<file path="src/hw/rtl/urlpd_pkg.sv">
package urlpd_pkg;

   localparam int QUEUE_DEPTH = 2;

   localparam logic [7:0] CHAR_PERCENT = 8'h25;
   localparam logic [7:0] CHAR_PLUS    = 8'h2B;
   localparam logic [7:0] CHAR_SPACE   = 8'h20;

   // One classified input word: up to three output bytes, first byte in slot 0.
   typedef struct packed {
      logic [1:0]      count;
      logic [2:0][7:0] bytes;
      logic            last;
   } entry_type;

   function automatic logic is_hex(input logic [7:0] c);
      is_hex = (c inside {[8'h30:8'h39], [8'h41:8'h46], [8'h61:8'h66]});
   endfunction

   function automatic logic [3:0] hex_nibble(input logic [7:0] c);
      logic [7:0] v;
      v = 8'h00;
      if (c inside {[8'h30:8'h39]}) begin
         v = c - 8'h30;
      end else if (c inside {[8'h61:8'h66]}) begin
         v = c - 8'h57;
      end else if (c inside {[8'h41:8'h46]}) begin
         v = c - 8'h37;
      end
      hex_nibble = v[3:0];
   endfunction

   function automatic logic [7:0] map_literal(input logic [7:0] c, input logic form_mode);
      map_literal = (form_mode && (c == CHAR_PLUS)) ? CHAR_SPACE : c;
   endfunction

endpackage

</file>
<file path="src/hw/rtl/urlpd_front.sv">
module urlpd_front (
   input  logic                 clock,
   input  logic                 reset,
   input  logic                 form_mode,
   input  logic                 accept,
   input  logic [7:0]           in_byte,
   input  logic                 in_last,
   output urlpd_pkg::entry_type entry
);

   localparam logic [1:0] PHASE_IDLE    = 2'd0;
   localparam logic [1:0] PHASE_PERCENT = 2'd1;
   localparam logic [1:0] PHASE_DIGIT   = 2'd2;
   localparam logic [1:0] PHASE_PASS    = 2'd3;

   logic [1:0] phase_ff, phase_in;
   logic [7:0] held_ff, held_in;
   logic       hex;
   logic [7:0] lit;

   assign hex = urlpd_pkg::is_hex(in_byte);
   assign lit = urlpd_pkg::map_literal(in_byte, form_mode);

   always_comb begin
      phase_in    = phase_ff;
      held_in     = held_ff;
      entry.count = 2'd0;
      entry.bytes = '0;
      entry.last  = in_last;
      case (phase_ff)
         PHASE_IDLE: begin
            if ((in_byte == urlpd_pkg::CHAR_PERCENT) && !in_last) begin
               phase_in = PHASE_PERCENT;
            end else begin
               entry.count    = 2'd1;
               entry.bytes[0] = lit;
            end
         end
         PHASE_PERCENT: begin
            if (hex && !in_last) begin
               held_in  = in_byte;
               phase_in = PHASE_DIGIT;
            end else begin
               entry.count    = 2'd2;
               entry.bytes[0] = urlpd_pkg::CHAR_PERCENT;
               entry.bytes[1] = lit;
               phase_in       = hex ? PHASE_IDLE : PHASE_PASS;
            end
         end
         PHASE_DIGIT: begin
            if (hex) begin
               entry.count    = 2'd1;
               entry.bytes[0] = {urlpd_pkg::hex_nibble(held_ff),
                                 urlpd_pkg::hex_nibble(in_byte)};
            end else begin
               entry.count    = 2'd3;
               entry.bytes[0] = urlpd_pkg::CHAR_PERCENT;
               entry.bytes[1] = urlpd_pkg::map_literal(held_ff, form_mode);
               entry.bytes[2] = lit;
            end
            phase_in = PHASE_IDLE;
         end
         default: begin
            entry.count    = 2'd1;
            entry.bytes[0] = lit;
            phase_in       = PHASE_IDLE;
         end
      endcase
      // The end of a string always leaves the escape state clean.
      if (in_last) begin
         phase_in = PHASE_IDLE;
      end
   end

   always_ff @(posedge clock) begin
      if (reset) begin
         phase_ff <= PHASE_IDLE;
         held_ff  <= 8'h00;
      end else if (accept) begin
         phase_ff <= phase_in;
         held_ff  <= held_in;
      end
   end

endmodule

</file>
<file path="config.mk">
export PLATFORM = sky130hd
export DESIGN_NAME = urlpd_front
export DESIGN_NICKNAME = d
export VERILOG_FILES = /design/src/hw/rtl/urlpd_pkg.sv /design/src/hw/rtl/urlpd_front.sv
export SDC_FILE = /design/constraint.sdc
export NUM_CORES = 1
export LEC_CHECK = 0
export BUFFER_PORTS_ARGS = -buffer_cell sky130_fd_sc_hd__buf_4
export CORE_ASPECT_RATIO = 0.75
export CORE_MARGIN = 5
export CORE_UTILIZATION = 45
export CTS_CLUSTER_SIZE = 14
export DETAILED_ROUTE_END_ITERATION = 10
export PLACE_DENSITY = 0.7
export RECOVER_POWER = 50
export SLEW_MARGIN = 20
export SYNTH_ARGS = -nofsm -noshare
export SYNTH_HDL_FRONTEND = slang
export SYNTH_SLANG_ARGS = --single-unit
</file>
<file path="constraint.sdc">
create_clock -name clock -period 4.1 [get_ports clock]
set_input_delay 0.41 -clock clock [delete_from_list [all_inputs] [get_ports clock]]
set_output_delay 0.41 -clock clock [all_outputs]
set_load 0.01 [all_outputs]
</file>
* Word level (Yosys, flattened, before mapping)
Cells that the tools add are included.
Operators by class: equal/unequal tests 6, add/sub/neg operators 6, $lt $le $gt $ge 12, reduce and logical (&&, ||, !) cells 15, muxes and demuxes 24
Operators with widths (number):
- $mux W8 | 5
- $ge A8 B7 Y1 const B | 4
- $le A8 B7 Y1 const B | 4
- $mux W16 | 2
- $eq A8 B6 Y1 const B | 3
- $mux W4 | 6
- $pmux W8 S3 | 1
- $ge A8 B6 Y1 const B | 2
- $le A8 B6 Y1 const B | 2
- $pmux W8 S2 | 1
- $sub A4 B3 Y4 const B | 4
- $mux W2 | 6
- $logic_and A1 B1 Y1 | 10
- $sub A4 B1 Y4 const B | 2
- $pmux W2 S3 | 1
- $pmux W2 S2 | 1
- $ne A3 B3 Y1 const B | 1
- $reduce_and A3 Y1 | 1
- $reduce_bool A3 Y1 | 1
- $eq A2 B1 Y1 const B | 1
- $eq A2 B2 Y1 const B | 1
- $logic_not A2 Y1 | 1
- $reduce_and A2 Y1 | 1
- $logic_not A1 Y1 | 1
- $mux W1 | 1
Storage, ports and cells: bits of input ports 13, bits in registers 10, logic and storage cells 65, output and inout port bits 27

* Longest topological paths before layout
Gate-level depths: netlist (run 1).
depth in word-level cells 7, depth in mapped cells 8, mapped depth without buffers 7

* Least setup slack after synthesis (run 1)
Ideal clock, no wire load.
path type input port to output port, from input in_byte[0], to output entry[11] (netlist name), buffers on the path 1, stages 7, arrival 1.757 ns, setup slack 1.933 ns, data required time 3.690 ns, path through inv_1 -> ha_1 -> inv_1 -> o311ai_4 -> and3_1 -> buf_2 -> a32o_1
RTL lines:
- start: declaration | line urlpd_front.sv:6 | input logic [7:0] in_byte,
- end: declaration | line urlpd_front.sv:8 | output urlpd_pkg::entry_type entry

==> flow_summary.toml, run 1 <==
[placement]
dpl.hpwl_um = 2880
port_buffers = 39
pre_cts_ws_ns = 1.29
gp_congestion = 0.976

[routing]
dr_total_vias = 1280
drtPass1Iterations = 4
vias_per_cell = 5.79
ant_nets = 0
met2WireLength_um = 1580
wire_per_inst_um = 16.3
drc_errors = 0
met1_length_um = 1630
drtIter0Drc = 104
top_layer_used = "met4"
drt-total-wl_um = 3600
route.met3.wl_um = 352

[power]
internal-power_w = 0.000221
p_leak_nw = 0.691
irDropWorstVdd_v = 0.000210
pwr-share-comb_pct = 28.3
power.density_nw_per_um2 = 200
switchingPower_w = 0.0000882
p_seq_share_pct = 32.2
swShare_pct = 28.5
clockPowerShare_pct = 39.5

[yosys]
async_reset_ff_share_pct = 0
synth_cell_types = 47
syn_avg_cell_area_sq_um = 8.35
yosysTopAreaCell = "dfxtp_1"
yosysWarnings = 0
yosys-top-cells-area = "dfxtp_1, ha_1, mux2i_1"
synth_common_cells = "nor2_1, ha_1, dfxtp_1"
synthFlopType = "dfxtp_1"
synth_most_common_cell = "nor2_1"
yosysSeqAreaShare_pct = 16.0
yosys_register_bits = 10
synth_top_area_share_pct = 16.0
syn_nets = 174
netlist_instances = 150
synth-edff-count = 0
syn_area_sq_um = 1250

[layout]
area_delta_synth_final_pct = 23.6
nets = 210
antenna_cells = 0
drive_gt1_share_pct = 25.4

[floorplan]
core_area_sq_um = 2640
rows = 16
die_w_um = 70.9
initial_core_util_pct = 47.4
die_area_sq_um = 3950
die_h_um = 55.7
num_io_pins = 40

[cts]
h-tree-depth = 1
ctsHoldBuffers = 0
cts_setup_buffers = 0
clock-root-buffer = "clkbuf_8"
clk_pin_slew_ns = 0.05
tritoncts = "built"
clockBufferDepth = 2
ctsResizeCount = 0
cts_buffers = 3
clock-sinks = 10
clk_latency_ns = 0.24

[worst_hold_path]
hp-start = "reset"
holdPathEnd = "held_ff[4]$_SDFFE_PP0P_"
hold_path_class = "in -> reg"
holdPathStages = 2

[worst_setup_path]
r2r_slack_ns = 1.92
worst_setup_path_start_kind = "primary input"
crit_arrival_ns = 2.49
rr_startpoint = "phase_ff[1]$_SDFFE_PP0P_"
critPathKind = "in -> out"
endpoint_kind = "primary output"
worstRegToRegCells = 7
cp_max_fo = 11
cp.required_ns = 3.69
r2r_end = "held_ff[5]$_SDFFE_PP0P_"

[timing]
fin_crit_sh_pct = 70.6
fin_skew_ns = 0.00404
slew_headroom_pct = 31.8
period_minus_slack_ns = 2.90
worst_slack_ns = 1.20
tns_ns = 0
setup_viol = 0
hold_violations = 0
drv_slew = 0
rsz0062_at_grt = "false"
fmax_mhz = 345
worst_hold_slack_ns = 0.418
tightest_slew_ns = 1.02

[grt]
grt_usage_pct = 19.2
first_global_vias = 1268
grt_max_degree = 13
grt_remaining_overflow = 0
antenna_found_initial = 0
grt_pass1_wl_um = 6170

[job]
drv_cap = 0

[outcome]
status = "finished, final reports clean"
[metal layers]
metal / up-vias / GRT usage (%)
met5: - / 0
met4: 0 / 5.09
met3: 4 / 4.69
met2: 54 / 30.1
met1: 593 / 25.9
li1: 629 / -
[layout make-up]
cell class | count | area [sq um]
Tap cell | 36 | 45.0
Timing Repair Buffer | 39 | 267
Fill cell | 263 | 1090
Inverter | 7 | 26.3
Clock buffer | 4 | 55.1
Multi-Input combinational cell | 125 | 955
Sequential cell | 10 | 200
[how the worst max path moves through the flow]
stage	start	to
floorplan	in_byte[0]	entry[11]
global placement	in_byte[0]	entry[9]
detailed placement	in_byte[0]	entry[9]
CTS	in_byte[0]	entry[9]
global route	in_byte[1]	entry[10]
finish	in_byte[1]	entry[9]
[flip-flops by register name, summed over array words and instances (netlist names)]
signal / cells
phase_ff: 2
held_ff: 8
[cells in the final DEF, fill, tap and decap left out, drive strengths merged, types with 3 or more instances in the layout]
master  instances
inv             7
and3            9
a32o            5
o21ai           9
nor2           14
buf            32
a21oi           8
mux2i           7
nand2b          4
nand2           8
nor3b           5
a22o            4
nand3           5
ha             11
o21bai          3
and2            4
clkbuf         11
dfxtp          10
[logic make-up (layout without fill, tap and decap cells)]
family	count (synthesis)	count (layout)	share of synthesized area, %
and+or+nand+nor	65	65	33.8
buffers and inverters	15	50	5.79
AOI/OAI and AO/OA	41	41	27.2
adders and majority gates	11	11	11.0
muxes	7	7	5.59
xor gates and xnor gates	1	1	0.699
DFF	10	10	16.0
[stage by stage]
step	instances	utilization [%]	instance area, sq um	power [W]
after global placement	217	58.4	1540	0.000192
after floorplan	150	-	1250	0.000153
final	221	58.6	1550	0.000310
after CTS	221	60.5	1600	0.000318
after detailed placement	217	58.4	1540	0.000194
after global routing	221	58.6	1550	0.000329
[power by group through the flow]
stage               clock network, W  registers, W   logic, W
CTS                         0.000126     0.0000996  0.0000927
floorplan                          0      0.000101  0.0000516
finish                      0.000122     0.0000997  0.0000878
detailed placement                 0      0.000102  0.0000922
global placement                   0      0.000101  0.0000910
global route                0.000133     0.0000996  0.0000966
[worst max-delay path, cell delays in order]
cell	delay [ns]
clkbuf_1	0.25
inv_1	0.14
ha_1	0.26
o21bai_1	0.15
a21o_1	0.30
and3_1	0.43
and3_4	0.27
a22o_1	0.15
buf_4	0.12
Note: power is estimated with default switching activity, not from simulation.
==> run 2, diff against run 1 <==
Settings changed: PLACE_DENSITY 0.7 to 0.73.
Clock period 4.1 ns to 2.6 ns, I/O delays scaled along.
==> flow_summary.toml, run 2 (synthesized netlist as in run 1, its figures left out) <==
[job]
drv_cap = 0

[worst_setup_path]
cp_num_buf_inv = 2
cp.required_ns = 2.34
rr_startpoint = "phase_ff[1]$_SDFFE_PP0P_"
critPathKind = "reg -> out"
crit_slowest_cell = "dfxtp_1"
crit_arrival_ns = 2.13
worstRegToRegCells = 7
slowest_delay_ns = 0.42
endpoint_kind = "primary output"
r2r_end = "held_ff[3]$_SDFFE_PP0P_"
r2r_slack_ns = 0.37
worst_setup_path_start_kind = "flip-flop"
critPathTopFamily = "simple AND/OR/NAND/NOR gates"
crit_chain = "inv_1, ha_1, nor3b_1, nor4b_1, and3_1, a22o_1, a211o_1, buf_4"
cp_max_fo = 6

[layout]
antenna_cells = 0
fin_cells = 222
drive_gt1_share_pct = 26.9
largest_register_ffs = 8
nets = 211
final_cell_mix = "buf_4, nor2_1, ha_1, dfxtp_1, o21ai_0"
final_common_cell = "buf_4"
fin_area_sq_um = 1570
largestRegisters = "held_ff (8), phase_ff (2)"
area_delta_synth_final_pct = 25.1
top_register = "held_ff"

[placement]
gp_congestion = 0.887
pre_cts_ws_ns = 0.286
port_buffers = 39
dp_cells = 218
dpl.hpwl_um = 3060
placed_area_sq_um = 1550

[cts]
tritoncts = "built"
ctsHoldBuffers = 0
h-tree-depth = 1
clock-root-buffer = "clkbuf_8"
cts_setup_buffers = 0
cts_buffers = 3
clk_latency_ns = 0.24
clk_pin_slew_ns = 0.05
clock-sinks = 10
ctsResizeCount = 0
clockBufferDepth = 2

[outcome]
status = "finished, final reports clean"

[floorplan]
num_io_pins = 40
rows = 16
die_h_um = 55.7
die_w_um = 70.9
die_area_sq_um = 3950
initial_core_util_pct = 47.4
core_area_sq_um = 2640

[timing]
fin_crit_sh_pct = 91.9
tightest_slew_ns = 1.02
worst_slack_ns = 0.211
hold_violations = 0
slew_headroom_pct = 31.9
tns_ns = 0
fmax_mhz = 419
rsz0062_at_grt = "false"
drv_slew = 0
setup_viol = 0
period_minus_slack_ns = 2.39
fin_skew_ns = 0.000648

[grt]
antenna_found_initial = 0
grt_remaining_overflow = 0
grt_usage_pct = 19.5
grt_pass1_wl_um = 6380
first_global_vias = 1309
grt_max_degree = 13

[worst_hold_path]
holdPathEnd = "held_ff[6]$_SDFFE_PP0P_"
hold_path_class = "in -> reg"
holdPathStages = 2
hp-start = "reset"

[routing]
wire_per_inst_um = 17.1
drtPass1Iterations = 4
drc_errors = 0
dr_total_vias = 1295
drt-total-wl_um = 3800
drtIter0Drc = 83
ant_nets = 0
vias_per_cell = 5.83

[power]
finalPower_w = 0.000495
power.density_nw_per_um2 = 316
p_leak_nw = 0.697
irDropWorstVdd_v = 0.000365
-- run 2: layout make-up --
class / instances / area [sq um]
inverters: 7 / 26.3
multi-input cells: 125 / 966
fillers: 265 / 1080
flip-flops and latches: 10 / 200
repair buffers: 40 / 274
clock buffers: 4 / 55.1
well taps: 36 / 45.0
-- run 2: where the power goes --
part	total (W)	switching, W	internal (W)
logic	0.000144	0.0000803	0.0000634
clock network	0.000194	0.0000611	0.000133
registers	0.000157	0.00000195	0.000155
-- run 2: worst reg2reg max path, cell delays in order (launching register included) --
cell and delay, ns:
dfxtp_1 0.33, inv_1 0.09, ha_1 0.22, nor2b_1 0.27
nand2_1 0.09, a21oi_1 0.79, mux2i_1 0.27, nor2_1 0.06
-- run 2: per-layer routing --
layer  share of wire (%)  wire length, um  global-route usage (%)
met4                0.32               12                    2.41
met2                  48             1820                    33.4
met1                  45             1720                    25.2
met5                   0                0                       0
met3                 6.5              245                    4.69
-- run 2: worst max path at each step --
stage / to / from / slack, ns / cells after the start
2_1_floorplan: entry[11] / in_byte[0] / 0.73 / 7
3_3_place_gp: entry[15] / in_byte[1] / 0.37 / 9
3_5_place_dp: entry[9] / in_byte[1] / 0.29 / 9
4_1_cts: entry[6] / held_ff[1]$_SDFFE_PP0P_ / 0.21 / 8
5_1_grt: entry[8] / held_ff[0]$_SDFFE_PP0P_ / 0.004 / 8
6_report: entry[6] / held_ff[1]$_SDFFE_PP0P_ / 0.21 / 8
-- run 2: stage by stage --
stage / utilization, % / hold WS [ns]
floorplan: - / 0.407
global placement: 58.7 / 0.495
detailed placement: 58.7 / 0.506
CTS: 60.8 / 0.264
global route: 59.3 / 0.268
finish: 59.3 / 0.274
==> run 3, diff against run 2 <==
Settings changed: CORE_ASPECT_RATIO 0.75 to default, CORE_UTILIZATION 45 to 46, PLACE_DENSITY 0.73 to 0.74, SETUP_SLACK_MARGIN from default to 0.5.
==> flow_summary.toml, run 3 (synthesized netlist as in run 1, its figures left out) <==
[placement]
dpl.hpwl_um = 3000
pre_cts_ws_ns = 0.324
port_buffers = 39
dp_cells = 213
gp_congestion = 0.915

[timing]
hold_violations = 0
drv_slew = 0
rsz0062_at_grt = "true"
tns_ns = 0
fmax_mhz = 438
setup_viol = 0
worst_slack_ns = 0.316
fin_skew_ns = 0.00206
period_minus_slack_ns = 2.28
slew_headroom_pct = 66.8
fin_crit_sh_pct = 87.9
tightest_slew_ns = 0.496

[layout]
largest_register_ffs = 8
drive_gt1_share_pct = 48.0
area_delta_synth_final_pct = 47.2
antenna_cells = 0
nets = 222
top_register = "held_ff"
final_common_cell = "buf_4"
largestRegisters = "held_ff (8), phase_ff (2)"
final_cell_mix = "buf_4, nor2_1, nand2_1"
fin_cells = 227
fill_cells = 215

[routing]
dr_total_vias = 1397
ant_nets = 0
drc_errors = 0
drt-total-wl_um = 4490
drtIter0Drc = 69
vias_per_cell = 6.15
drtPass1Iterations = 4
wire_per_inst_um = 19.8

[worst_setup_path]
worst_setup_path_start_kind = "flip-flop"
critPathKind = "reg -> out"
endpoint_kind = "primary output"
worstRegToRegCells = 7
crit_arrival_ns = 2.02
cp_max_fo = 7
cp.required_ns = 2.34

[floorplan]
core_area_sq_um = 2690
rows = 19
initial_core_util_pct = 46.6
die_w_um = 62.2
num_io_pins = 40
die_h_um = 62.2
die_area_sq_um = 3870

[grt]
antenna_found_initial = 0
grt_usage_pct = 21.9
grt_max_degree = 13
first_global_vias = 1401
grt_pass1_wl_um = 7030
grt_remaining_overflow = 0

[cts]
h-tree-depth = 1
clock-sinks = 10
ctsHoldBuffers = 0
clk_pin_slew_ns = 0.06
clk_latency_ns = 0.28
tritoncts = "built"
clockBufferDepth = 2
cts_buffers = 3
clock-root-buffer = "clkbuf_4"

[job]
drv_cap = 0

[worst_hold_path]
hold_path_class = "in -> reg"
holdPathStages = 2

[power]
p_leak_nw = 0.770
power.density_nw_per_um2 = 236
irDropWorstVdd_v = 0.000254

[outcome]
status = "finished, final reports clean"
==> run 3: changes by cell type in the layout (fill, tap and decap cells not counted), sizes merged <==
cell,previous run,this run
buf,33,47
clkbuf,11,7
==> run 3: through the flow <==
step           hold WS [ns]  total power, W  utilization (%)  cell area (sq um)
6_report              0.229        0.000436             68.6               1840
5_1_grt               0.232        0.000458             68.6               1840
4_1_cts               0.236        0.000420             65.4               1760
3_5_place_dp          0.509        0.000307             57.5               1550
3_3_place_gp          0.491        0.000303             57.5               1550
2_1_floorplan         0.407        0.000241                -               1250
==> run 3: cell type report <==
class,count,area (sq um),area share (%)
Timing Repair Buffer,51,394,21.4
Sequential cell,10,209,11.3
Multi-Input combinational cell,125,1140,62.0
Clock buffer,3,22.5,1.22
Inverter,7,36.3,1.97
Tap cell,31,38.8,2.10
==> run 3: power by group <==
| part | leakage [nW] | internal, W | switching, W |
|---|---|---|---|
| clock | 0.0138 | 0.0000537 | 0.0000548 |
| sequential | 0.0827 | 0.000153 | 0.00000274 |
| combinational | 0.673 | 0.0000789 | 0.0000924 |
| total | 0.770 | 0.000286 | 0.000150 |
==> run 3: worst paths after layout <==
check / from / end / slack [ns]
worst max register to register: phase_ff[1]$_SDFFE_PP0P_ / held_ff[5]$_SDFFE_PP0P_ / 0.80
worst min register to register: held_ff[7]$_SDFFE_PP0P_ / held_ff[7]$_SDFFE_PP0P_ / 0.52
worst min-delay path: reset / held_ff[6]$_SDFFE_PP0P_ / 0.23
worst max-delay path: phase_ff[1]$_SDFFE_PP0P_ / entry[5] / 0.32
==> run 3: repair_timing <==
item,CTS,global route
pin swaps,16,12
buffers inserted,8,3
gates resized for setup,37,23
endpoints found under the setup margin,22,21
cloned,0,0
==> run 3: routing by layer <==
| layer | GRT usage (%) | vias up | share of wire, % |
|---|---|---|---|
| met1 | 25.7 | 667 | 41 |
| met2 | 37.8 | 65 | 52 |
| met5 | 0 | - | 0 |
| met4 | 9.49 | 0 | 2.5 |
| li1 | - | 651 | - |
| met3 | 4.68 | 14 | 5.2 |
==> run 3: critical path: stages, from the launching register on <==
cell and delay, ns:
dfxtp_1 0.45, ha_4 0.23, nor2b_1 0.44, and2_1 0.24, o21bai_2 0.11, o2bb2ai_2 0.14, buf_4 0.14
