<file path="config.mk">
export PLATFORM = sky130hd
export DESIGN_NAME = urlpd_back
export DESIGN_NICKNAME = d
export VERILOG_FILES = /design/src/hw/rtl/urlpd_pkg.sv /design/src/hw/rtl/urlpd_back.sv
export SDC_FILE = /design/constraint.sdc
export NUM_CORES = 1
export LEC_CHECK = 0
export BUFFER_PORTS_ARGS = -buffer_cell sky130_fd_sc_hd__buf_2
export CAP_MARGIN = 10
export CELL_PAD_IN_SITES_DETAIL_PLACEMENT = 1
export CELL_PAD_IN_SITES_GLOBAL_PLACEMENT = 2
export CORE_UTILIZATION = 21
export CTS_BUF_LIST = sky130_fd_sc_hd__clkbuf_4 sky130_fd_sc_hd__clkbuf_8 sky130_fd_sc_hd__clkbuf_16
export DETAILED_ROUTE_END_ITERATION = 10
export PLACE_DENSITY = 0.74
export REMOVE_ABC_BUFFERS = 1
export SLEW_MARGIN = 20
export SYNTH_ARGS = -nofsm -noshare
export SYNTH_HDL_FRONTEND = slang
export SYNTH_SLANG_ARGS = --single-unit
</file>
<file path="constraint.sdc">
create_clock -name clock -period 1.57 [get_ports clock]
set_input_delay 0.314 -clock clock [delete_from_list [all_inputs] [get_ports clock]]
set_output_delay 0.314 -clock clock [all_outputs]
set_load 0.05 [all_outputs]
</file>
<file path="src/hw/rtl/urlpd_pkg.sv">
package urlpd_pkg;

   localparam int QUEUE_DEPTH = 2;

   localparam logic [7:0] CHAR_PERCENT = 8'h25;
   localparam logic [7:0] CHAR_PLUS    = 8'h2B;
   localparam logic [7:0] CHAR_SPACE   = 8'h20;

   // One classified input word: up to three output bytes, first byte in slot 0.
   typedef struct packed {
      logic [1:0]      count;
      logic [2:0][7:0] bytes;
      logic            last;
   } entry_type;

   function automatic logic is_hex(input logic [7:0] c);
      is_hex = (c inside {[8'h30:8'h39], [8'h41:8'h46], [8'h61:8'h66]});
   endfunction

   function automatic logic [3:0] hex_nibble(input logic [7:0] c);
      logic [7:0] v;
      v = 8'h00;
      if (c inside {[8'h30:8'h39]}) begin
         v = c - 8'h30;
      end else if (c inside {[8'h61:8'h66]}) begin
         v = c - 8'h57;
      end else if (c inside {[8'h41:8'h46]}) begin
         v = c - 8'h37;
      end
      hex_nibble = v[3:0];
   endfunction

   function automatic logic [7:0] map_literal(input logic [7:0] c, input logic form_mode);
      map_literal = (form_mode && (c == CHAR_PLUS)) ? CHAR_SPACE : c;
   endfunction

endpackage

</file>
<file path="src/hw/rtl/urlpd_back.sv">
module urlpd_back (
   input  logic                 clock,
   input  logic                 reset,
   input  urlpd_pkg::entry_type head,
   input  logic                 head_valid,
   output logic                 pop,
   output logic                 out_valid,
   input  logic                 out_stall,
   output logic [7:0]           out_byte,
   output logic                 out_last
);

   logic [1:0] idx_ff, idx_in;
   logic       valid_ff, valid_in;
   logic [7:0] byte_ff, byte_in;
   logic       last_ff, last_in;
   logic       load, take, end_of_entry;

   assign load         = !valid_ff || !out_stall;
   assign take         = load && head_valid;
   assign end_of_entry = (idx_ff == 2'(head.count - 2'd1));
   assign pop          = take && end_of_entry;

   always_comb begin
      case (idx_ff)
         2'd0:    byte_in = head.bytes[0];
         2'd1:    byte_in = head.bytes[1];
         default: byte_in = head.bytes[2];
      endcase
      last_in  = head.last && end_of_entry;
      valid_in = take ? 1'b1 : (load ? 1'b0 : valid_ff);
      idx_in   = idx_ff;
      if (take) begin
         idx_in = end_of_entry ? 2'd0 : idx_ff + 2'd1;
      end
   end

   always_ff @(posedge clock) begin
      if (reset) begin
         valid_ff <= 1'b0;
         idx_ff   <= 2'd0;
      end else begin
         valid_ff <= valid_in;
         idx_ff   <= idx_in;
      end
   end

   always_ff @(posedge clock) begin
      if (take) begin
         byte_ff <= byte_in;
         last_ff <= last_in;
      end
   end

   assign out_valid = valid_ff;
   assign out_byte  = byte_ff;
   assign out_last  = last_ff;

endmodule

</file>
# Word level (Yosys, flattened, before mapping)
# Cells that the tools add are included.
[word_totals] latchBits=0 register_bits=12 mem_count=0 in_bits=31 ram_bits=0 word_cells=20 mem_bits_ro=0 out_inout_bits=11
[classes] n_reduce_logical=8 div_mod_pow=0 order_cmp=0 muxes=4 n_shift=0 bitwise_logic=0 n_addsub=2 n_mul=0 eq_ne=2
[ops] operator="8-bit case mux with 2 select lines" n=1
[ops] operator="1-bit logical AND" n=3
[ops] operator="2-bit by 1-bit adder with 2-bit output, second input constant" n=1
[ops] operator="2-bit by 1-bit equality test with 1-bit output, second input constant" n=1
[ops] operator="2-bit equality test" n=1
[ops] operator="1-bit logical NOT" n=2
[ops] operator="2-bit logical NOT" n=1
[ops] operator="1-bit 2-to-1 mux" n=2
[ops] operator="2-bit 2-to-1 mux" n=1
[ops] operator="2-bit nonzero test" n=1
[ops] operator="2-bit by 1-bit subtractor with 2-bit output, second input constant" n=1
[ops] operator="1-bit logical OR" n=1

# Longest topological paths before layout
# Gate-level depths: netlist of the first run.
[depth] ltp_word=4 ltp_mapped=6 depth_no_buf=5

# Worst setup path before layout of the first run
# Ideal clock, no wire load.
[synth_path] kind="register -> output" startpoint="register valid_ff, in the netlist out_valid" endpoint="output port pop" arrival_time_ps=1489 path_slack_ps=-233 required_ps=1256 n_path_buf=0 stages_incl_launch_ff=3 path_cell_list="dfxtp_1 > a21boi_2 > and2_1"
[synth_between] elab_chain_cells=4
[synth_lines] element="from (decl)" line="urlpd_back.sv:14" source="logic valid_ff, valid_in;"
[synth_lines] element="from (signal assigned)" line="urlpd_back.sv:43" source="valid_ff <= valid_in;"
[synth_lines] element="1-bit logical NOT" line="urlpd_back.sv:19" source="assign load = !valid_ff || !out_stall;"
[synth_lines] element="1-bit logical OR" line="urlpd_back.sv:19"
[synth_lines] element="1-bit logical AND" line="urlpd_back.sv:20" source="assign take = load && head_valid;"
[synth_lines] element="net take" line="urlpd_back.sv:17" source="logic load, take, end_of_entry;"
[synth_lines] element="1-bit logical AND" line="urlpd_back.sv:22" source="assign pop = take && end_of_entry;"
[synth_lines] element="to (decl)" line="urlpd_back.sv:6" source="output logic pop,"
# The timed path passes the listed nets, and every way through them passes these cells.

# Worst setup path after layout of the first run
[layout_path] startpoint="register idx_ff[1]" endpoint="output port pop"
[layout_between] elab_chain_cells=2
[layout_lines] element="from (decl)" line="urlpd_back.sv:13" source="logic [1:0] idx_ff, idx_in;"
[layout_lines] element="from (signal assigned)" line="urlpd_back.sv:44" source="idx_ff <= idx_in;"
[layout_lines] element="2-bit equality test" line="urlpd_back.sv:21" source="assign end_of_entry = (idx_ff == 2'(head.count - 2'd1));"
[layout_lines] element="1-bit logical AND" line="urlpd_back.sv:22"
# No other way between the ends.

==> run summary, run 1 <==
Most common cell after layout, fill and taps aside: buf_2
Clock power share: 26.4%
Share of layout cells above drive strength 1: 51.5%
Number of CTS-inserted buffers: 3
DP Wirelength: 1330 um
First-pass GRT wire length: 2720 um
Commonest cells after routing, fill and taps aside: 40 x buf_2, 17 x nand2_1, 9 x edfxtp_1
Post-route ant nets: 0
Final setup margin: -0.0512 ns
Post-synthesis register bit count: 12
Die Area: 3110 sq um
Slew @ Worst Pin: 0.422 ns
# nets final: 137
Final core occ: 33.2%
Number of synthesized flops with an enable pin: 9
Critical path cell sequence: xnor2_2, mux2i_1, and2_1, buf_6
Logic pwr share: 32.0%
CP peak stage delay: 0.34 ns
Peak supply drop: 0.000444 V
Number of hold buffers added after CTS: 0
Synth warn: 0
Post-Synth Adder-Cell Area: 4.12%
TritonRoute pass-1 iters: 4
Placer Congestion: 0.693
Fillers: 339
Largest net degree at the start of global routing: 14
Worst rel slew slack: 71.8%
Tightest Hold Check Type: primary input to register
Sw frac: 34.0%
Cells after synthesis: 58
Max-cap violations: 0
Dominant synthesized flop cell: edfxtp_1
Starting density of the core: 22.0%
Via density per instance: 4.54
Fmax: 0.617 GHz
Synth Area in Simple Gates: 20.4%
Clock Sinks: 12
Power density over the cells: 1040 nW/um^2
IO Count: 42
Worst path slowest cell: dfxtp_2
Worst R2R End: out_byte[1]
Crit path max-delay family: flip-flops
Startpoint Class: register
Status: finished, violations left
Final setup fails: 1
Switching power: 0.000324 W
H-Tree Depth: 1
Int Pwr: 0.000629 W
Synth Area in Compound Gates: 15.1%
Buf+Inv Stages, Crit Path: 1
Final worst-path cycle share: 103%
Residual DRC count: 0
CTS tree: yes
Vias in the first global route: 594
Hold Crit Start: reset
Yosys cell types: 19
Clock Latency Late Sink: 0.28 ns
Cell area after synthesis: 607 sq um
Setup Crit Path Kind: register to output pin
Crit end category: output pin
Initial antenna violation count: 0
Placed Instances: 130
Hold Fails Final Rpt: 0
Hold worst-path end: out_valid
Worst hold path cell count: 2
Reg-to-reg critical path startpoint: idx_ff[0]
Port Buffers: 41
Largest family of logic cells by synthesized area: simple AND/OR/NAND/NOR gates
RSZ-0062 raised after global routing: true
Clock Skew: 0.00391 ns
Async set-reset flop share out of synthesis: 0%
CP max FO: 2
Mean Syn Cell Area: 10.5 sq um
Die height: 55.8 um
Vias: 608
Part of the power in registers: 41.6%
Post-synthesis mux area share: 1.65%
Per-cell routed wire length: 12.6 um
Worst Path Required: 1.26 ns
Minimum clock period: 1.62 ns
Drt initial violations: 10
Syn-to-layout area delta: 50.7%
Tot Pwr: 0.000953 W
GRT overflow: 0
# diodes: 0
Register area share after synthesis: 54.4%
Clock Path Buffers: 2
P_leak: 0.434 nW
Core area: 2760 sq um
Multi-input logic area: 274 sq um
Num rows: 19
FF-to-FF setup slack: 0.18 ns
Root buf cell: clkbuf_4
Drt total wl: 1690 um
Xor and xnor area share after synthesis: 1.44%
Die width: 55.8 um
Data arrival, critical path: 1.31 ns
Final cell count without fillers: 134
Register-to-Register Path Depth: 4
Tot GR Track Use: 11.7%
Reg clk slew, reported paths: 0.08 ns
Failing checks: setup timing
Final slew viol count: 0
Register Area: 332 sq um
Postcts setup bufs: 0
-- worst max path at each step --
stage / from / endpoint / slack, ns / cells past startpoint
floorplan: out_valid / pop / -0.23 / 2
global placement: head[26] / pop / 0.06 / 5
detailed placement: head[26] / pop / 0.04 / 5
CTS: idx_ff[1] / pop / -0.07 / 4
global route: idx_ff[1] / pop / -0.15 / 4
finish: idx_ff[1] / pop / -0.05 / 4
-- synth_stat cells (2+ instances only) --
| library cell | instances | area share [%] |
|---|---|---|
| inv_1 | 2 | 1.2 |
| nor2_1 | 2 | 1.2 |
| and2_1 | 2 | 2.1 |
| nand2_1 | 17 | 11 |
| edfxtp_1 | 9 | 45 |
| dfxtp_1 | 3 | 9.9 |
| nand2b_1 | 2 | 2.1 |
| a22oi_1 | 8 | 9.9 |
| buf_2 | 2 | 1.6 |
| ha_1 | 2 | 4.1 |
-- per-stage QoR --
stage / hold slack [ns] / worst slack [ns] / setup TNS [ns] / instance area, sq um
after floorplan: 0.386 / -0.233 / -0.233 / 597
after global placement: 0.506 / 0.0645 / 0 / 856
after detailed placement: 0.533 / 0.0416 / 0 / 856
after CTS: 0.255 / -0.0671 / -0.0671 / 907
after global routing: 0.257 / -0.147 / -0.147 / 915
final: 0.253 / -0.0512 / -0.0512 / 915
-- kinds of logic (layout without fill, tap and decap cells) --
| kind of cell | Yosys count | count (layout) |
|---|---|---|
| compound gates | 12 | 12 |
| xor+xnor | 1 | 1 |
| fa+ha+maj | 2 | 2 |
| buf+inv | 4 | 49 |
| flops | 12 | 12 |
| mux | 1 | 1 |
| simple gates | 26 | 26 |
-- per-layer routing --
metal / part of all wire, % / vias to the layer above / global-route usage [%]
met5: 0 / - / 0
met4: 2.0 / 0 / 6.43
met3: 5.6 / 4 / 2.56
met2: 49 / 27 / 19.3
met1: 43 / 282 / 14.2
li1: - / 295 / -
-- flip-flops by register name, indices dropped and copies added (netlist names) --
register and flops:
out_valid 1, idx_ff 2, out_byte 8, out_last 1
-- timing repair --
action,CTS,global route
cloned,0,0
endpoints found under the setup margin,1,9
gates resized for setup,4,2
pin swaps,2,1
-- power groups by stage --
stage	registers [W]	logic [W]	clock network [W]
CTS	0.000397	0.000306	0.000258
detailed placement	0.000404	0.000301	0
finish	0.000397	0.000305	0.000252
global placement	0.000402	0.000293	0
floorplan	0.000500	0.000101	0
global route	0.000401	0.000331	0.000277
-- area by class of cell --
type	count	share of cell area [%]
repair buffers	43	24.8
multi-input cells	42	30.0
flip-flops and latches	12	36.3
well taps	31	4.24
inverters	2	0.821
clock buffers	4	3.97
Power figures use the tool's default switching activity.
==> run 2, diff against run 1 <==
--- a/config.mk
+++ b/config.mk
@@ -9,10 +9,11 @@
 export CAP_MARGIN = 10
 export CELL_PAD_IN_SITES_DETAIL_PLACEMENT = 1
 export CELL_PAD_IN_SITES_GLOBAL_PLACEMENT = 2
+export CORE_ASPECT_RATIO = 1.1
 export CORE_UTILIZATION = 21
 export CTS_BUF_LIST = sky130_fd_sc_hd__clkbuf_4 sky130_fd_sc_hd__clkbuf_8 sky130_fd_sc_hd__clkbuf_16
 export DETAILED_ROUTE_END_ITERATION = 10
-export PLACE_DENSITY = 0.74
+export PLACE_DENSITY_LB_ADDON = 0.15
 export REMOVE_ABC_BUFFERS = 1
 export SLEW_MARGIN = 20
 export SYNTH_ARGS = -nofsm -noshare
==> run summary, run 2 (synthesized netlist as in run 1, its figures left out) <==
Failing checks: setup timing
IO Count: 42 (unchanged)
Hold Fails Final Rpt: 0 (unchanged)
Final slew viol count: 0 (unchanged)
# nets final: 142 (+3.6%)
Residual DRC count: 0 (unchanged)
Logic pwr share: 35.0% (+3.0 points)
Slew @ Worst Pin: 0.255 ns (-0.167 ns)
FF-to-FF setup slack: 0.26 ns (+0.08 ns)
Worst path slowest cell: dfxtp_2
Most common cell after layout, fill and taps aside: buf_2
Critical path cell sequence: xnor2_2, mux2i_1, and2_1, buf_6
GRT overflow: 0 (unchanged)
Initial antenna violation count: 0 (unchanged)
Final worst-path cycle share: 102% (-0.94 points)
Drt initial violations: 7 (-3)
H-Tree Depth: 1 (unchanged)
Reg clk slew, reported paths: 0.08 ns (about the same)
First-pass GRT wire length: 2450 um (-9.9%)
Placer Congestion: 0.631 (-8.9%)
Share of layout cells above drive strength 1: 52.8% (+1.3 points)
Sw frac: 34.6% (+0.57 points)
Part of the power in registers: 43.4% (+1.8 points)
Root buf cell: clkbuf_4
Reg-to-reg critical path startpoint: idx_ff[0]
RSZ-0062 raised after global routing: true
Post-route ant nets: 0 (unchanged)
Per-cell routed wire length: 11.1 um (-12%)
Final setup fails: 1 (unchanged)
Clock Path Buffers: 2 (unchanged)
CP max FO: 2 (unchanged)
Buf+Inv Stages, Crit Path: 1 (unchanged)
Crit end category: output pin
Core area: 2750 sq um (-0.18%)
Clock Sinks: 12 (unchanged)
Die Area: 3110 sq um (about the same)
# diodes: 0 (unchanged)
Syn-to-layout area delta: 54.6%
Die width: 53.3 um (-4.5%)
Num rows: 20 (+1)
Starting density of the core: 22.0% (+0.040 points)
Max-cap violations: 0 (unchanged)
Number of CTS-inserted buffers: 3 (unchanged)
Clock power share: 21.6% (-4.8 points)
Fmax: 0.622 GHz (+0.92%)
Setup Crit Path Kind: register to output pin
Crit path max-delay family: flip-flops
Switching power: 0.000316 W (-2.6%)
Tot GR Track Use: 11.4% (-0.31 points)
Drt total wl: 1570 um (-7.2%)
Largest net degree at the start of global routing: 14 (unchanged)
Peak supply drop: 0.000363 V (-18%)
Worst rel slew slack: 83.1% (+11 points)
TritonRoute pass-1 iters: 2 (-2)
CTS tree: yes
Vias: 598 (-1.6%)
Worst hold path cell count: 2 (unchanged)
Largest register FFs: 8 (unchanged)
Tightest Hold Check Type: primary input to register
Worst Path Required: 1.26 ns (about the same)
Minimum clock period: 1.61 ns (-0.0147 ns)
Via density per instance: 4.24 (-6.5%)
Worst R2R End: out_byte[6]
Clock Latency Late Sink: 0.26 ns (-0.02 ns)
P_leak: 0.454 nW (+4.5%)
Power density over the cells: 973 nW/um^2 (-6.6%)
DP Wirelength: 1270 um (-4.9%)
Hold Crit Start: reset
Int Pwr: 0.000597 W (-5.0%)
Data arrival, critical path: 1.29 ns (-0.02 ns)
Fillers: 353 (+4.1%)
Setup total negative slack: -0.0365 ns (+0.0147 ns)
Hold worst-path end: out_valid
Port Buffers: 41 (unchanged)
CP peak stage delay: 0.34 ns (about the same)
Post-DP Area: 888 sq um (+3.8%)
Vias in the first global route: 586 (-1.3%)
Clock Skew: 0.000516 ns (-0.00340 ns)
Register-to-Register Path Depth: 5 (+1)
Final core occ: 34.1% (+0.92 points)
Commonest cells after routing, fill and taps aside: 40 x buf_2, 17 x nand2_1, 9 x edfxtp_1
Startpoint Class: register
Die height: 58.4 um (+4.7%)
Status: finished, violations left
Final setup margin: -0.0365 ns (+0.0147 ns)
Design Area, Final: 938 sq um (+2.6%)
## run 2: changes by cell type in the layout (fill, tap and decap cells not counted), sizes merged
cell,delta
buf,+5
clkbuf,-1
clkinv,+1
## run 2: worst max path at each step
stage,startpoint,to,depth (start not counted)
after CTS,idx_ff[1],pop,4
after floorplan,out_valid,pop,2
final,idx_ff[1],pop,4
after global routing,idx_ff[1],pop,4
after global placement,head[26],pop,5
after detailed placement,head[26],pop,5
## run 2: per-layer routing
metal  share of wire, %  vias to the layer above  wire length [um]  track usage, %
met4                1.3                        0                21            6.77
met3                7.3                        2               115            2.58
li1                   -                      305                 -               -
met1                 39                      267               610            12.0
met2                 52                       24               818            20.2
met5                  0                        -                 0               0
## run 2: stage by stage
step / std cells / total power [W] / hold slack, ns / worst slack (ns)
after floorplan: 56 / 0.000601 / 0.386 / -0.233
after global placement: 136 / 0.000713 / 0.508 / 0.0470
after detailed placement: 136 / 0.000718 / 0.535 / 0.0362
after CTS: 141 / 0.000935 / 0.252 / -0.0499
after global routing: 141 / 0.000978 / 0.255 / -0.134
final: 141 / 0.000913 / 0.260 / -0.0365
## run 2: layout make-up
class                           count  area [sq um]  area share (%)
Clock buffer                        3          22.5            2.40
Clock inverter                      1          3.75           0.400
Inverter                            2          7.51           0.800
Multi-Input combinational cell     42           267            28.4
Sequential cell                    12           333            35.5
Tap cell                           33          41.3            4.40
Timing Repair Buffer               48           264            28.1
## run 2: power groups by stage
| stage | Clock, W | Combinational [W] | Sequential [W] |
|---|---|---|---|
| 5_1_grt | 0.000229 | 0.000349 | 0.000400 |
| 6_report | 0.000197 | 0.000319 | 0.000396 |
| 2_1_floorplan | 0 | 0.000101 | 0.000500 |
| 4_1_cts | 0.000213 | 0.000326 | 0.000397 |
| 3_5_place_dp | 0 | 0.000314 | 0.000403 |
| 3_3_place_gp | 0 | 0.000311 | 0.000402 |
## run 2: what timing repair did
| action | 4_1_cts | 5_1_grt |
|---|---|---|
| setup endpoints to repair | 1 | 1 |
| buffers inserted | 1 | 0 |
| hold buffers | 0 | 0 |
| endpoints found under the hold margin | 0 | 0 |
| pin swaps | 2 | 1 |
| gates resized for setup | 4 | 1 |
## run 2: worst register-to-register path, cell delays in order (launching register included)
cell     delay (ns)
dfxtp_2        0.38
inv_1          0.06
ha_1           0.23
buf_4          0.16
a22oi_1        0.16
nand2_1        0.07
==> run 3, diff against run 2 <==
--- a/config.mk
+++ b/config.mk
@@ -14,6 +14,7 @@
 export CTS_BUF_LIST = sky130_fd_sc_hd__clkbuf_4 sky130_fd_sc_hd__clkbuf_8 sky130_fd_sc_hd__clkbuf_16
 export DETAILED_ROUTE_END_ITERATION = 10
 export PLACE_DENSITY_LB_ADDON = 0.15
+export RECOVER_POWER = 25
 export REMOVE_ABC_BUFFERS = 1
 export SLEW_MARGIN = 20
 export SYNTH_ARGS = -nofsm -noshare
==> constraint.sdc (replaced) <==
create_clock -name clock -period 1.57 [get_ports clock]
set_input_delay 0.314 -clock clock [delete_from_list [all_inputs] [get_ports clock]]
set_output_delay 0.314 -clock clock [all_outputs]
set_load 0.01 [all_outputs]
==> run summary, run 3 (synthesized netlist as in run 1, its figures left out) <==
Starting density of the core: 22.0% (unchanged)
Initial antenna violation count: 0 (unchanged)
Top sig layer: met4
Tightest Hold Check Type: primary input to register
Core area: 2750 sq um (unchanged)
Final setup margin: 0.0246 ns (+0.0611 ns)
Pre-CTS WS: 0.0254 ns (-0.0108 ns)
Part of the power in registers: 49.0% (+5.6 points)
Clock Sinks: 12 (unchanged)
Hold Crit Start: reset
H-Tree Depth: 1 (unchanged)
WL met2: 885 um (+8.2%)
Num rows: 20 (unchanged)
Port Buffers: 41 (unchanged)
Post-route ant nets: 0 (unchanged)
Max-cap violations: 0 (unchanged)
RSZ-0062 raised after global routing: true
Startpoint Class: register
Drt total wl: 1650 um (+5.3%)
Slew @ Worst Pin: 0.432 ns (+0.176 ns)
Number of CTS-inserted buffers: 3 (unchanged)
Logic pwr share: 26.6% (-8.4 points)
Vias: 596 (-0.33%)
# nets final: 138 (-2.8%)
Fmax: 0.647 GHz (+4.0%)
Int Pwr: 0.000579 W (-3.0%)
Minimum clock period: 1.55 ns (-0.0611 ns)
TritonRoute pass-1 iters: 2 (unchanged)
Tot GR Track Use: 12.5% (+1.0 points)
Reg clk slew, reported paths: 0.08 ns (about the same)
Final setup fails: 0 (-1)
Syn-to-layout area delta: 49.1%
Switching power: 0.000232 W (-27%)
Vias in the first global route: 644 (+9.9%)
Fillers: 343 (-2.8%)
GRT overflow: 0 (unchanged)
Per-cell routed wire length: 12.0 um (+8.4%)
# diodes: 0 (unchanged)
Largest register FFs: 8 (unchanged)
CP max FO: 2 (unchanged)
First-pass GRT wire length: 2680 um (+9.6%)
Die Area: 3110 sq um (unchanged)
Final slew viol count: 0 (unchanged)
Worst path slowest cell: dfxtp_2
Number of hold buffers added after CTS: 0 (unchanged)
IO Count: 42 (unchanged)
Critical path cell sequence: xnor2_2, mux2i_1, and2_1, buf_2
Sw frac: 28.6% (-6.0 points)
CTS tree: yes
Hold Fails Final Rpt: 0 (unchanged)
Die width: 53.3 um (unchanged)
Setup total negative slack: 0 ns (+0.0365 ns)
Crit path from: idx_ff[1]
Via density per instance: 4.35 (+2.6%)
Data arrival, critical path: 1.23 ns (-0.06 ns)
P_leak: 0.434 nW (-4.5%)
DP Wirelength: 1280 um (+1.5%)
Peak supply drop: 0.000359 V (-1.1%)
Setup Crit Path Kind: register to output pin
DRT met1 WL: 639 um (+4.8%)
Placer Congestion: 0.609 (-3.5%)
Clock power share: 24.5% (+2.9 points)
Drt initial violations: 8 (+1)
Commonest cells after routing, fill and taps aside: 41 x buf_2, 17 x nand2_1, 9 x edfxtp_1
Reg-to-reg critical path startpoint: idx_ff[1]
Worst rel slew slack: 71.2% (-12 points)
Largest net degree at the start of global routing: 14 (unchanged)
Most common cell after layout, fill and taps aside: buf_2
Share of layout cells above drive strength 1: 51.0% (-1.8 points)
CP peak stage delay: 0.34 ns (about the same)
Clock Path Buffers: 2 (unchanged)
Status: finished clean
Metal3 WL: 101 um (-12%)
Root buf cell: clkbuf_4
Clock Skew: 0.00688 ns (+0.00637 ns)
Power density over the cells: 897 nW/um^2 (-7.8%)
Final worst-path cycle share: 98.4% (-3.9 points)
Residual DRC count: 0 (unchanged)
Die height: 58.4 um (unchanged)
Clock Latency Late Sink: 0.27 ns (about the same)
Crit end category: output pin
Worst Path Required: 1.26 ns (about the same)
==> run 3: cell count changes in the layout (fill, tap and decap cells not counted) <==
cell / delta
buf_4: -5
buf_6: -1
clkbuf_2: +1
nor2_2: -1
nor2_4: +1
buf_2: +1
==> run 3: worst paths after layout <==
check                              endpoint  slack, ns  cells after the start
worst max register to register  out_byte[3]       0.20                      5
worst max-delay path                    pop       0.02                      4
worst min register to register    idx_ff[0]       0.53                      2
worst min-delay path              out_valid       0.25                      2
==> run 3: worst max-delay path: cells and delay by family, from the launching register on <==
family	cells	cell delay, ns
xor gates and xnor gates	1	0.14
buffers and inverters	1	0.12
and+or+nand+nor	1	0.14
DFF	1	0.34
muxes	1	0.22
==> run 3: power by group through the flow <==
stage	registers (W)	clock network, W	logic, W
3_5_place_dp	0.000404	0	0.000214
4_1_cts	0.000397	0.000211	0.000221
5_1_grt	0.000403	0.000222	0.000244
2_1_floorplan	0.000418	0	0.0000955
6_report	0.000397	0.000198	0.000216
3_3_place_gp	0.000402	0	0.000207
==> run 3: area by class of cell <==
cell class / instances / area, sq um / share of cell area [%]
flip-flops and latches: 12 / 333 / 36.8
multi-input cells: 42 / 272 / 30.0
repair buffers: 44 / 225 / 24.9
well taps: 33 / 41.3 / 4.56
clock buffers: 3 / 22.5 / 2.49
inverters: 2 / 7.51 / 0.830
clock inverters: 1 / 3.75 / 0.415
==> run 3: what timing repair did <==
item                                    in CTS  in global routing
resized for setup                            2                  2
pin swaps                                    1                  1
endpoints found under the setup margin       1                  9
buffers inserted                             1                  0
==> run 3: per-stage QoR <==
| stage | hold WS, ns | utilization [%] | area (sq um) | power, W | std cells |
|---|---|---|---|---|---|
| floorplan | 0.386 | - | 597 | 0.000513 | 56 |
| detailed placement | 0.533 | 31.2 | 858 | 0.000617 | 132 |
| global placement | 0.510 | 31.2 | 858 | 0.000609 | 132 |
| finish | 0.249 | 32.9 | 905 | 0.000811 | 137 |
| global route | 0.254 | 32.9 | 905 | 0.000869 | 137 |
| CTS | 0.242 | 32.7 | 901 | 0.000830 | 137 |
==> run 3: routing by layer <==
metal,vias to the layer above,GRT usage (%)
li1,299,-
met1,271,12.1
met2,24,23.2
met3,2,2.33
met4,0,7.89
met5,-,0
